$ cat config.mk
export PLATFORM = sky130hd
export DESIGN_NAME = simple_polygon_convex_hull_top
export DESIGN_NICKNAME = d
export VERILOG_FILES = /design/src/rtl/core/spch_pkg.sv /design/src/rtl/core/spch_turn.sv /design/src/rtl/core/simple_polygon_convex_hull_top.sv
export SDC_FILE = /design/constraint.sdc
export NUM_CORES = 2
export LEC_CHECK = 0
export BUFFER_PORTS_ARGS = -buffer_cell sky130_fd_sc_hd__buf_2
export CAP_MARGIN = 5
export CORE_ASPECT_RATIO = 1.25
export CORE_UTILIZATION = 57
export DETAILED_ROUTE_END_ITERATION = 8
export HOLD_SLACK_MARGIN = 0.15
export PLACE_DENSITY = 0.73
export SLEW_MARGIN = 20
export SYNTH_ARGS = -nofsm -noshare
export SYNTH_HDL_FRONTEND = slang
export SYNTH_SLANG_ARGS = --single-unit
$ cat constraint.sdc
create_clock -name i_clk -period 25.2 [get_ports i_clk]
set_input_delay 1.26 -clock i_clk [delete_from_list [all_inputs] [get_ports i_clk]]
set_output_delay 1.26 -clock i_clk [all_outputs]
set_load 0.01 [all_outputs]
$ cat src/rtl/core/spch_pkg.sv
// ----------------------------------------------------------------------------
// spch_pkg
// Shared constants and types for the convex hull engine: store sizing,
// coordinate width, vertex type, turn unit result and result status codes.
// ----------------------------------------------------------------------------
package spch_pkg;

    localparam int STORE_DEPTH = 64;
    localparam int COORD_BITS  = 16;

    localparam int PTR_W  = $clog2(STORE_DEPTH);
    localparam int CNT_W  = $clog2(STORE_DEPTH + 1);
    localparam int CAP_W  = 6;
    localparam int LEN_W  = 6;
    localparam int STAT_W = 2;

    localparam int IN_W  = ((2 * COORD_BITS + 7) / 8) * 8;
    localparam int OUT_W = ((2 * COORD_BITS + LEN_W + 7) / 8) * 8;

    typedef struct packed {
        logic signed [COORD_BITS-1:0] y;
        logic signed [COORD_BITS-1:0] x;
    } t_point;

    typedef struct packed {
        logic done;
        logic neg;
    } t_turn_res;

    typedef enum logic [STAT_W-1:0] {
        STAT_OK  = 2'd0,
        STAT_FEW = 2'd1,
        STAT_CAP = 2'd2,
        STAT_OVF = 2'd3
    } t_status;

endpackage

$ cat src/rtl/core/spch_turn.sv
// ----------------------------------------------------------------------------
// spch_turn
// Iterative turn test: sign of (b-a) x (c-a) with one shared multiplier,
// two products computed in turn, then a registered compare.
// ----------------------------------------------------------------------------
module spch_turn (
    input  logic               i_clk,
    input  logic               i_rst_n,
    input  logic               i_start,
    input  spch_pkg::t_point   i_a,
    input  spch_pkg::t_point   i_b,
    input  spch_pkg::t_point   i_c,
    output spch_pkg::t_turn_res o_res
);

    localparam int DW = spch_pkg::COORD_BITS + 1;
    localparam int PW = 2 * DW;

    typedef enum logic [1:0] {
        TS_IDLE,
        TS_P,
        TS_Q,
        TS_CMP
    } t_tstate;

    t_tstate                r_state;
    logic signed [PW-1:0]   r_p;
    logic signed [PW-1:0]   r_q;
    logic                   r_done;
    logic                   r_neg;

    logic signed [DW-1:0]   w_m0;
    logic signed [DW-1:0]   w_m1;
    logic signed [PW-1:0]   w_prod;
    logic signed [PW:0]     w_diff;

    always_comb begin
        if (r_state == TS_P) begin
            w_m0 = DW'(i_b.x) - DW'(i_a.x);
            w_m1 = DW'(i_c.y) - DW'(i_a.y);
        end else begin
            w_m0 = DW'(i_c.x) - DW'(i_a.x);
            w_m1 = DW'(i_b.y) - DW'(i_a.y);
        end
        w_prod = PW'(w_m0) * PW'(w_m1);
        w_diff = (PW+1)'(r_p) - (PW+1)'(r_q);
    end

    always_ff @(posedge i_clk) begin
        if (!i_rst_n) begin
            r_state <= TS_IDLE;
            r_done  <= 1'b0;
            r_neg   <= 1'b0;
        end else begin
            r_done <= (r_state == TS_CMP);
            case (r_state)
                TS_IDLE: begin
                    if (i_start) r_state <= TS_P;
                end
                TS_P: begin
                    r_p     <= w_prod;
                    r_state <= TS_Q;
                end
                TS_Q: begin
                    r_q     <= w_prod;
                    r_state <= TS_CMP;
                end
                TS_CMP: begin
                    r_neg   <= w_diff[PW];
                    r_state <= TS_IDLE;
                end
                default: r_state <= TS_IDLE;
            endcase
        end
    end

    assign o_res.done = r_done;
    assign o_res.neg  = r_neg;

endmodule

$ cat src/rtl/core/simple_polygon_convex_hull_top.sv
// ----------------------------------------------------------------------------
// simple_polygon_convex_hull_top
// Online convex hull of a simple polygon with a circular double-ended store.
// Seed vertices are stored; the third vertex orients the seed with one turn test.
// A later vertex takes two turn tests inside the hull, plus a test per popped
// entry outside it (a turn test is two reads on the single store read port and
// a wait for the turn unit). A final vertex adds the hull output, held by output
// stalls; the block is not ready meanwhile. Reset clears run state and sets
// capacity to 63; the store itself is not cleared.
// ----------------------------------------------------------------------------
module simple_polygon_convex_hull_top (
    input  logic                          i_clk,
    input  logic                          i_rst_n,
    input  logic                          s_axis_tvalid,
    output logic                          s_axis_tready,
    input  logic [spch_pkg::IN_W-1:0]     s_axis_tdata,   // point_x, point_y
    input  logic                          s_axis_tlast,
    output logic                          m_axis_tvalid,
    input  logic                          m_axis_tready,
    output logic [spch_pkg::OUT_W-1:0]    m_axis_tdata,   // hull_x, hull_y, hull_length
    output logic                          m_axis_tlast,
    output logic [spch_pkg::STAT_W-1:0]   m_axis_tuser,   // status
    input  logic                          i_cfg_valid,
    output logic                          o_cfg_ready,
    input  logic [spch_pkg::CAP_W-1:0]    i_cfg_data
);

    localparam int PTR_W = spch_pkg::PTR_W;
    localparam int CNT_W = spch_pkg::CNT_W;
    localparam int CB    = spch_pkg::COORD_BITS;
    localparam int PAD_W = spch_pkg::OUT_W - 2 * CB - spch_pkg::LEN_W;

    typedef enum logic [3:0] {
        ST_IDLE,
        ST_SEED_TURN,
        ST_SEED_WR,
        ST_RD_A,
        ST_RD_B,
        ST_RD_C,
        ST_TURN,
        ST_PUSH_F,
        ST_PUSH_B,
        ST_ITEM_END,
        ST_FINISH,
        ST_EMIT_RD,
        ST_EMIT_LD
    } t_state;

    typedef enum logic [1:0] {
        PH_TEST_F,
        PH_TEST_B,
        PH_POP_F,
        PH_POP_B
    } t_phase;

    function automatic logic [PTR_W-1:0] slot_of(input logic [PTR_W-1:0] base,
                                                 input logic [CNT_W-1:0] off);
        logic [CNT_W:0] sum;
        sum = (CNT_W+1)'(base) + (CNT_W+1)'(off);
        if (sum >= (CNT_W+1)'(spch_pkg::STORE_DEPTH))
            sum = sum - (CNT_W+1)'(spch_pkg::STORE_DEPTH);
        return sum[PTR_W-1:0];
    endfunction

    t_state                  r_state;
    t_phase                  r_phase;
    logic [1:0]              r_ps;
    logic [PTR_W-1:0]        r_fp;
    logic [CNT_W-1:0]        r_cnt;
    logic                    r_ovf;
    logic                    r_few;
    logic                    r_flag;
    logic                    r_last;
    logic [CNT_W-1:0]        r_k;
    logic [CNT_W-1:0]        r_len;
    logic                    r_turn_start;
    logic [spch_pkg::CAP_W-1:0] r_cap;
    spch_pkg::t_point        r_s0;
    spch_pkg::t_point        r_s1;
    spch_pkg::t_point        r_cur;
    spch_pkg::t_point        r_pa;
    spch_pkg::t_point        r_pb;

    logic                    r_out_valid;
    logic                    r_out_last;
    spch_pkg::t_point        r_out_pt;
    logic [spch_pkg::LEN_W-1:0] r_out_len;
    spch_pkg::t_status       r_out_status;

    spch_pkg::t_point        r_mem [spch_pkg::STORE_DEPTH];
    spch_pkg::t_point        r_rd_data;

    spch_pkg::t_point        w_in_pt;
    spch_pkg::t_turn_res     w_turn;
    logic                    w_front;
    logic                    w_full;
    logic                    w_out_free;
    logic                    w_out_load;
    logic                    w_turn_go;
    logic [PTR_W-1:0]        w_fp_dec;
    logic [PTR_W-1:0]        w_raddr;
    logic                    w_we;
    logic [PTR_W-1:0]        w_waddr;
    spch_pkg::t_point        w_wdata;
    logic [CNT_W-1:0]        w_len;
    spch_pkg::t_status       w_err;

    assign w_in_pt.x   = s_axis_tdata[CB-1:0];
    assign w_in_pt.y   = s_axis_tdata[2*CB-1:CB];
    assign w_front     = (r_phase == PH_TEST_F) || (r_phase == PH_POP_F);
    assign w_full      = (r_cnt >= CNT_W'(spch_pkg::STORE_DEPTH));
    assign w_out_free  = !r_out_valid || m_axis_tready;
    assign w_fp_dec    = (r_fp == '0) ? PTR_W'(spch_pkg::STORE_DEPTH - 1) : r_fp - 1'b1;
    assign w_len       = r_cnt - 1'b1;
    assign w_out_load  = w_out_free &&
                         ((r_state == ST_FINISH && w_err != spch_pkg::STAT_OK) ||
                          (r_state == ST_EMIT_LD));
    assign w_turn_go   = (r_state == ST_IDLE && s_axis_tvalid && r_ps == 2'd2) ||
                         (r_state == ST_RD_C);

    always_comb begin
        if (r_few)
            w_err = spch_pkg::STAT_FEW;
        else if (r_ovf)
            w_err = spch_pkg::STAT_OVF;
        else if (int'(w_len) > int'(r_cap))
            w_err = spch_pkg::STAT_CAP;
        else
            w_err = spch_pkg::STAT_OK;
    end

    always_comb begin
        case (r_state)
            ST_RD_A:    w_raddr = w_front ? r_fp : slot_of(r_fp, r_cnt - CNT_W'(2));
            ST_RD_B:    w_raddr = w_front ? slot_of(r_fp, CNT_W'(1))
                                          : slot_of(r_fp, r_cnt - CNT_W'(1));
            ST_EMIT_RD: w_raddr = slot_of(r_fp, r_k);
            ST_EMIT_LD: w_raddr = slot_of(r_fp, r_k);
            default:    w_raddr = '0;
        endcase
    end

    always_comb begin
        w_we    = 1'b0;
        w_waddr = '0;
        w_wdata = r_cur;
        case (r_state)
            ST_SEED_WR: begin
                w_we = 1'b1;
                if (r_k == CNT_W'(3))
                    w_waddr = PTR_W'(spch_pkg::STORE_DEPTH - 1);
                else
                    w_waddr = PTR_W'(r_k);
                if (r_k == '0)
                    w_wdata = r_flag ? r_s0 : r_s1;
                else if (r_k == CNT_W'(1))
                    w_wdata = r_flag ? r_s1 : r_s0;
            end
            ST_PUSH_F: begin
                w_we    = !w_full;
                w_waddr = w_fp_dec;
            end
            ST_PUSH_B: begin
                w_we    = !w_full;
                w_waddr = slot_of(r_fp, r_cnt);
            end
            default: w_we = 1'b0;
        endcase
    end

    always_ff @(posedge i_clk) begin
        if (w_we) r_mem[w_waddr] <= w_wdata;
        r_rd_data <= r_mem[w_raddr];
    end

    spch_turn u_turn (
        .i_clk   (i_clk),
        .i_rst_n (i_rst_n),
        .i_start (r_turn_start),
        .i_a     (r_pa),
        .i_b     (r_pb),
        .i_c     (r_cur),
        .o_res   (w_turn)
    );

    always_ff @(posedge i_clk) begin
        if (!i_rst_n) begin
            r_state      <= ST_IDLE;
            r_phase      <= PH_TEST_F;
            r_ps         <= '0;
            r_fp         <= '0;
            r_cnt        <= '0;
            r_ovf        <= 1'b0;
            r_few        <= 1'b0;
            r_turn_start <= 1'b0;
            r_cap        <= spch_pkg::CAP_W'(63);
            r_out_valid  <= 1'b0;
        end else begin
            r_turn_start <= w_turn_go;
            if (i_cfg_valid) r_cap <= i_cfg_data;
            if (w_out_load) r_out_valid <= 1'b1;
            else if (r_out_valid && m_axis_tready) r_out_valid <= 1'b0;

            case (r_state)
                ST_IDLE: begin
                    if (s_axis_tvalid) begin
                        r_cur  <= w_in_pt;
                        r_last <= s_axis_tlast;
                        case (r_ps)
                            2'd0, 2'd1: begin
                                if (r_ps == 2'd0) r_s0 <= w_in_pt;
                                else r_s1 <= w_in_pt;
                                if (s_axis_tlast) begin
                                    r_few   <= 1'b1;
                                    r_state <= ST_FINISH;
                                end else begin
                                    r_ps <= r_ps + 1'b1;
                                end
                            end
                            2'd2: begin
                                r_pa    <= r_s0;
                                r_pb    <= r_s1;
                                r_state <= ST_SEED_TURN;
                            end
                            default: begin
                                r_phase <= PH_TEST_F;
                                r_state <= ST_RD_A;
                            end
                        endcase
                    end
                end
                ST_SEED_TURN: begin
                    if (w_turn.done) begin
                        r_flag  <= w_turn.neg;
                        r_k     <= '0;
                        r_state <= ST_SEED_WR;
                    end
                end
                ST_SEED_WR: begin
                    r_k <= r_k + 1'b1;
                    if (r_k == CNT_W'(3)) begin
                        r_fp    <= PTR_W'(spch_pkg::STORE_DEPTH - 1);
                        r_cnt   <= CNT_W'(4);
                        r_ps    <= 2'd3;
                        r_state <= ST_ITEM_END;
                    end
                end
                ST_RD_A: r_state <= ST_RD_B;
                ST_RD_B: begin
                    r_pa    <= r_rd_data;
                    r_state <= ST_RD_C;
                end
                ST_RD_C: begin
                    r_pb    <= r_rd_data;
                    r_state <= ST_TURN;
                end
                ST_TURN: begin
                    if (w_turn.done) begin
                        case (r_phase)
                            PH_TEST_F: begin
                                r_flag  <= w_turn.neg;
                                r_phase <= PH_TEST_B;
                                r_state <= ST_RD_A;
                            end
                            PH_TEST_B: begin
                                if (r_flag && w_turn.neg) begin
                                    r_state <= ST_ITEM_END;
                                end else if (r_cnt > CNT_W'(2)) begin
                                    r_phase <= PH_POP_F;
                                    r_state <= ST_RD_A;
                                end else begin
                                    r_state <= ST_PUSH_F;
                                end
                            end
                            PH_POP_F: begin
                                if (!w_turn.neg) begin
                                    r_fp    <= slot_of(r_fp, CNT_W'(1));
                                    r_cnt   <= r_cnt - 1'b1;
                                    r_state <= (r_cnt > CNT_W'(3)) ? ST_RD_A : ST_PUSH_F;
                                end else begin
                                    r_state <= ST_PUSH_F;
                                end
                            end
                            default: begin
                                if (!w_turn.neg) begin
                                    r_cnt   <= r_cnt - 1'b1;
                                    r_state <= (r_cnt > CNT_W'(3)) ? ST_RD_A : ST_PUSH_B;
                                end else begin
                                    r_state <= ST_PUSH_B;
                                end
                            end
                        endcase
                    end
                end
                ST_PUSH_F: begin
                    r_phase <= PH_POP_B;
                    if (w_full) begin
                        r_ovf   <= 1'b1;
                        r_state <= (r_cnt > CNT_W'(2)) ? ST_RD_A : ST_PUSH_B;
                    end else begin
                        r_fp    <= w_fp_dec;
                        r_cnt   <= r_cnt + 1'b1;
                        r_state <= (r_cnt >= CNT_W'(2)) ? ST_RD_A : ST_PUSH_B;
                    end
                end
                ST_PUSH_B: begin
                    if (w_full) r_ovf <= 1'b1;
                    else r_cnt <= r_cnt + 1'b1;
                    r_state <= ST_ITEM_END;
                end
                ST_ITEM_END: begin
                    r_state <= r_last ? ST_FINISH : ST_IDLE;
                end
                ST_FINISH: begin
                    if (w_err != spch_pkg::STAT_OK) begin
                        if (w_out_free) begin
                            r_out_last   <= 1'b1;
                            r_out_pt     <= '0;
                            r_out_len    <= '0;
                            r_out_status <= w_err;
                            r_fp         <= '0;
                            r_cnt        <= '0;
                            r_ps         <= '0;
                            r_ovf        <= 1'b0;
                            r_few        <= 1'b0;
                            r_state      <= ST_IDLE;
                        end
                    end else begin
                        r_len   <= w_len;
                        r_k     <= '0;
                        r_state <= ST_EMIT_RD;
                    end
                end
                ST_EMIT_RD: r_state <= ST_EMIT_LD;
                ST_EMIT_LD: begin
                    if (w_out_free) begin
                        r_out_pt     <= r_rd_data;
                        r_out_len    <= spch_pkg::LEN_W'(r_len);
                        r_out_status <= spch_pkg::STAT_OK;
                        r_out_last   <= (r_k == r_len - 1'b1);
                        if (r_k == r_len - 1'b1) begin
                            r_fp    <= '0;
                            r_cnt   <= '0;
                            r_ps    <= '0;
                            r_ovf   <= 1'b0;
                            r_few   <= 1'b0;
                            r_state <= ST_IDLE;
                        end else begin
                            r_k     <= r_k + 1'b1;
                            r_state <= ST_EMIT_RD;
                        end
                    end
                end
                default: r_state <= ST_IDLE;
            endcase
        end
    end

    assign s_axis_tready = (r_state == ST_IDLE);
    assign o_cfg_ready   = 1'b1;
    assign m_axis_tvalid = r_out_valid;
    assign m_axis_tlast  = r_out_last;
    assign m_axis_tuser  = r_out_status;
    assign m_axis_tdata  = {{PAD_W{1'b0}}, r_out_len, r_out_pt.y, r_out_pt.x};

    a_cnt_bound: assert property (@(posedge i_clk) disable iff (!i_rst_n)
        r_cnt <= CNT_W'(spch_pkg::STORE_DEPTH))
        else $error("store count beyond depth");

    a_turn_expected: assert property (@(posedge i_clk) disable iff (!i_rst_n)
        w_turn.done |-> (r_state == ST_TURN || r_state == ST_SEED_TURN))
        else $error("turn result with no waiter");

    a_pair_read: assert property (@(posedge i_clk) disable iff (!i_rst_n)
        (r_state == ST_RD_A) |-> (r_cnt >= CNT_W'(2)))
        else $error("pair read with fewer than two entries");

    a_err_shape: assert property (@(posedge i_clk) disable iff (!i_rst_n)
        (r_out_valid && r_out_status != spch_pkg::STAT_OK) |->
        (r_out_last && r_out_len == '0))
        else $error("error beat not final or nonzero length");

    a_seed_count: assert property (@(posedge i_clk) disable iff (!i_rst_n)
        (r_state == ST_SEED_WR && r_k == CNT_W'(3)) |=> (r_cnt == CNT_W'(4)))
        else $error("seeding left wrong count");

endmodule
==> metrics.md <==
| Metric | Value |
|---|---|
| Total die area | `194900 sq um` |
| Biggest regs | `r_mem: 2048 flops, u_turn.r_p: 34 flops, u_turn.r_q: 34 flops` |
| Ys async rst share | `0` |
| Setup TNS Final | `0 ns` |
| WP data arrival | `11.15 ns` |
| DRC viols | `0` |
| Hold Violations, Final | `0` |
| # placed instances | `10302` |
| Crit-path max cell delay | `0.91 ns` |
| Pre-antenna DRT Iters | `6` |
| Max FFs per register | `2048` |
| Worst min path class | `reg -> reg` |
| DRT antenna net count | `0` |
| CTS Root Buffer Type | `clkbuf_16` |
| Final setup viols | `0` |
| Worst-Skew Late Latency | `0.87 ns` |
| Outcome | `complete, no violations` |
| Cts repair resizes | `0` |
| Synth cell types | `105` |
| Share of layout cells above drive strength 1 | `0.1038` |
| Period utilization | `0.4200` |
| Worst EP required | `25.77 ns` |
| Crit path time final | `10.58 ns` |
| Crit path max fanout | `33` |
| R2R setup slack | `14.62 ns` |
| Post-Syn Instances | `7997` |
| Path depth of the worst reg2reg path | `35` |
| Layout Nets | `8515` |
| Die height | `493.4 um` |
| Post-synth EDFFs | `2333` |
| Number of buffers created by CTS | `216` |
| CTS Buffer Depth | `3` |
| Area of the core | `192100 sq um` |
| Cell Rows | `180` |
| F_max | `94.49 MHz` |
| Via density | `6.400` |
| CTS tree | `done` |
| Routability-driven placement congestion ratio | `0.9123` |
| Initial core utilization | `0.5731` |
| # IOs | `90` |
| Cell Area, Synth | `110100 sq um` |
| Max Cap Viol | `0` |
| Worst Hold Depth | `2` |
| Hold_buf cts | `0` |
| Worst clock skew | `0.05281 ns` |
| Final Max Slew Viols | `0` |
| Worst Setup Start Kind | `flip-flop` |
| P&R area growth vs syn | `9.813%` |
| Slowest CP cell | `a31oi_1` |
| Seq/Total Area, Yosys | `0.6485` |
| Synth Register Bits | `2400` |
| Initial antenna violation count | `16` |
| Slew HR | `0.2287` |
| Via count | `68523` |
| Ys Warns | `0` |
| Setup Fix Bufs, Post-CTS | `0` |
| Most flops, register | `r_mem` |
| Most frequent CP cell | `fa_1` |
| First-pass GRT wire length | `423200 um` |
| Port Buffers | `86` |
| TritonCTS Sinks | `2400` |
| Final WL | `283300 um` |
| Width of the die | `395.1 um` |
| Syn avg cell area | `13.77 sq um` |
| Total track usage | `0.2891` |
| Post-synth top flop | `edfxtp_1` |
| Largest net degree at the start of global routing | `194` |
| Vias in the first global route | `68960` |
| H-tree Lvls | `4` |
| Initial DRC count | `7821` |
| Slew @ Worst Pin | `1.153 ns` |
| Clock transition at path regs | `0.06 ns` |
| CP Capture Type | `flip-flop` |
| RSZ-0062 raised after global routing | `no` |
| Detailed Place HPWL | `172500 um` |
| Drt wl/cell | `26.46 um` |
| Final Non-Filler Cells | `10707` |
| Crit Path Class | `reg -> reg` |
| Grt total ovfl | `0` |
| Hold_ws | `0.4898 ns` |
==> per-stage QoR <==
stage	instance area, sq um	util	setup slack (ns)
2_1_floorplan	110100	-	15.96
3_3_place_gp	113600	0.5912	14.73
3_5_place_dp	113700	0.5916	14.62
4_1_cts	120800	0.6286	14.53
5_1_grt	120900	0.6293	13.98
6_report	120900	0.6294	14.62
==> critical path, delay by kind of cell, from the launching register on <==
kind | cells | cell delay, ns
fa+ha+maj | 10 | 4.46
compound gates | 9 | 2.68
simple gates | 8 | 1.59
buf+inv | 6 | 0.83
flops | 1 | 0.35
mux | 1 | 0.16
xor+xnor | 1 | 0.15
==> synth_stat cells (46+ instances only) <==
library cell / instances / area share
xor2_1: 46 / 0.0037
a22oi_1: 65 / 0.0044
and3_1: 117 / 0.0066
buf_2: 123 / 0.0056
o21ai_0: 64 / 0.0029
clkbuf_1: 295 / 0.010
buf_1: 59 / 0.0020
xnor2_1: 74 / 0.0059
o2111ai_1: 344 / 0.027
mux2_2: 65 / 0.0066
edfxtp_1: 2333 / 0.64
mux2i_1: 449 / 0.041
nor2_1: 284 / 0.0097
a21oi_1: 231 / 0.011
a221oi_1: 67 / 0.0053
a31oi_1: 77 / 0.0044
nand3_1: 777 / 0.035
dfxtp_1: 67 / 0.012
nand2_1: 934 / 0.032
inv_1: 410 / 0.014
ha_1: 197 / 0.022
fa_1: 302 / 0.055
==> path summary, 6_finish.rpt <==
| path | start | to |
|---|---|---|
| worst min-delay path | r_cap[4]$_SDFFE_PN1P_ | r_cap[4]$_SDFFE_PN1P_ |
| worst max-delay path | u_turn.r_state[1]$_SDFFE_PN0P_ | u_turn.r_p[32]$_DFFE_PP_ |
| worst max register to register | u_turn.r_state[1]$_SDFFE_PN0P_ | u_turn.r_p[32]$_DFFE_PP_ |
| worst min register to register | r_cap[4]$_SDFFE_PN1P_ | r_cap[4]$_SDFFE_PN1P_ |
==> cell usage in the layout (no fill, tap or decap), types with 67 or more instances in the layout <==
cell and instances:
edfxtp_1 2333, nand2_1 933, nand3_1 777, mux2i_1 449
inv_1 410, o2111ai_1 344, fa_1 302, a21oi_1 230
clkbuf_16 220, nor2_1 216, ha_1 197, buf_4 186
and3_1 113, buf_2 86, a31oi_1 77, xnor2_1 70
nor2_4 68, a221oi_1 67, dfxtp_1 67
==> layer usage <==
layer	global-route usage	vias to the layer above	share of wire
met1	0.3656	34502	0.37
met2	0.4902	3387	0.50
met4	0.1246	12	0.043
met5	0	-	0.00033
li1	-	29957	-
met3	0.05158	665	0.088
==> final cells by class <==
cell class	count	area [sq um]
Antenna cell	6	15.01
Clock buffer	266	5728
Clock inverter	133	1365
Fill cell	13740	71200
Inverter	411	1543
Multi-Input combinational cell	4664	35690
Sequential cell	2400	71400
Tap cell	2548	3188
Timing Repair Buffer	279	1974
==> logic make-up after synthesis <==
group | count (synthesis) | share of synthesized area
other cells | 2 | 0.00006821
fa+ha+maj | 499 | 0.07730
compound gates | 1173 | 0.08032
buf+inv | 934 | 0.03500
mux | 522 | 0.04910
simple gates | 2347 | 0.1002
flops | 2400 | 0.6485
xor+xnor | 120 | 0.009546
Power is not shown: default switching activity piles up to over one toggle a cycle in this logic, so the estimate is an artifact.
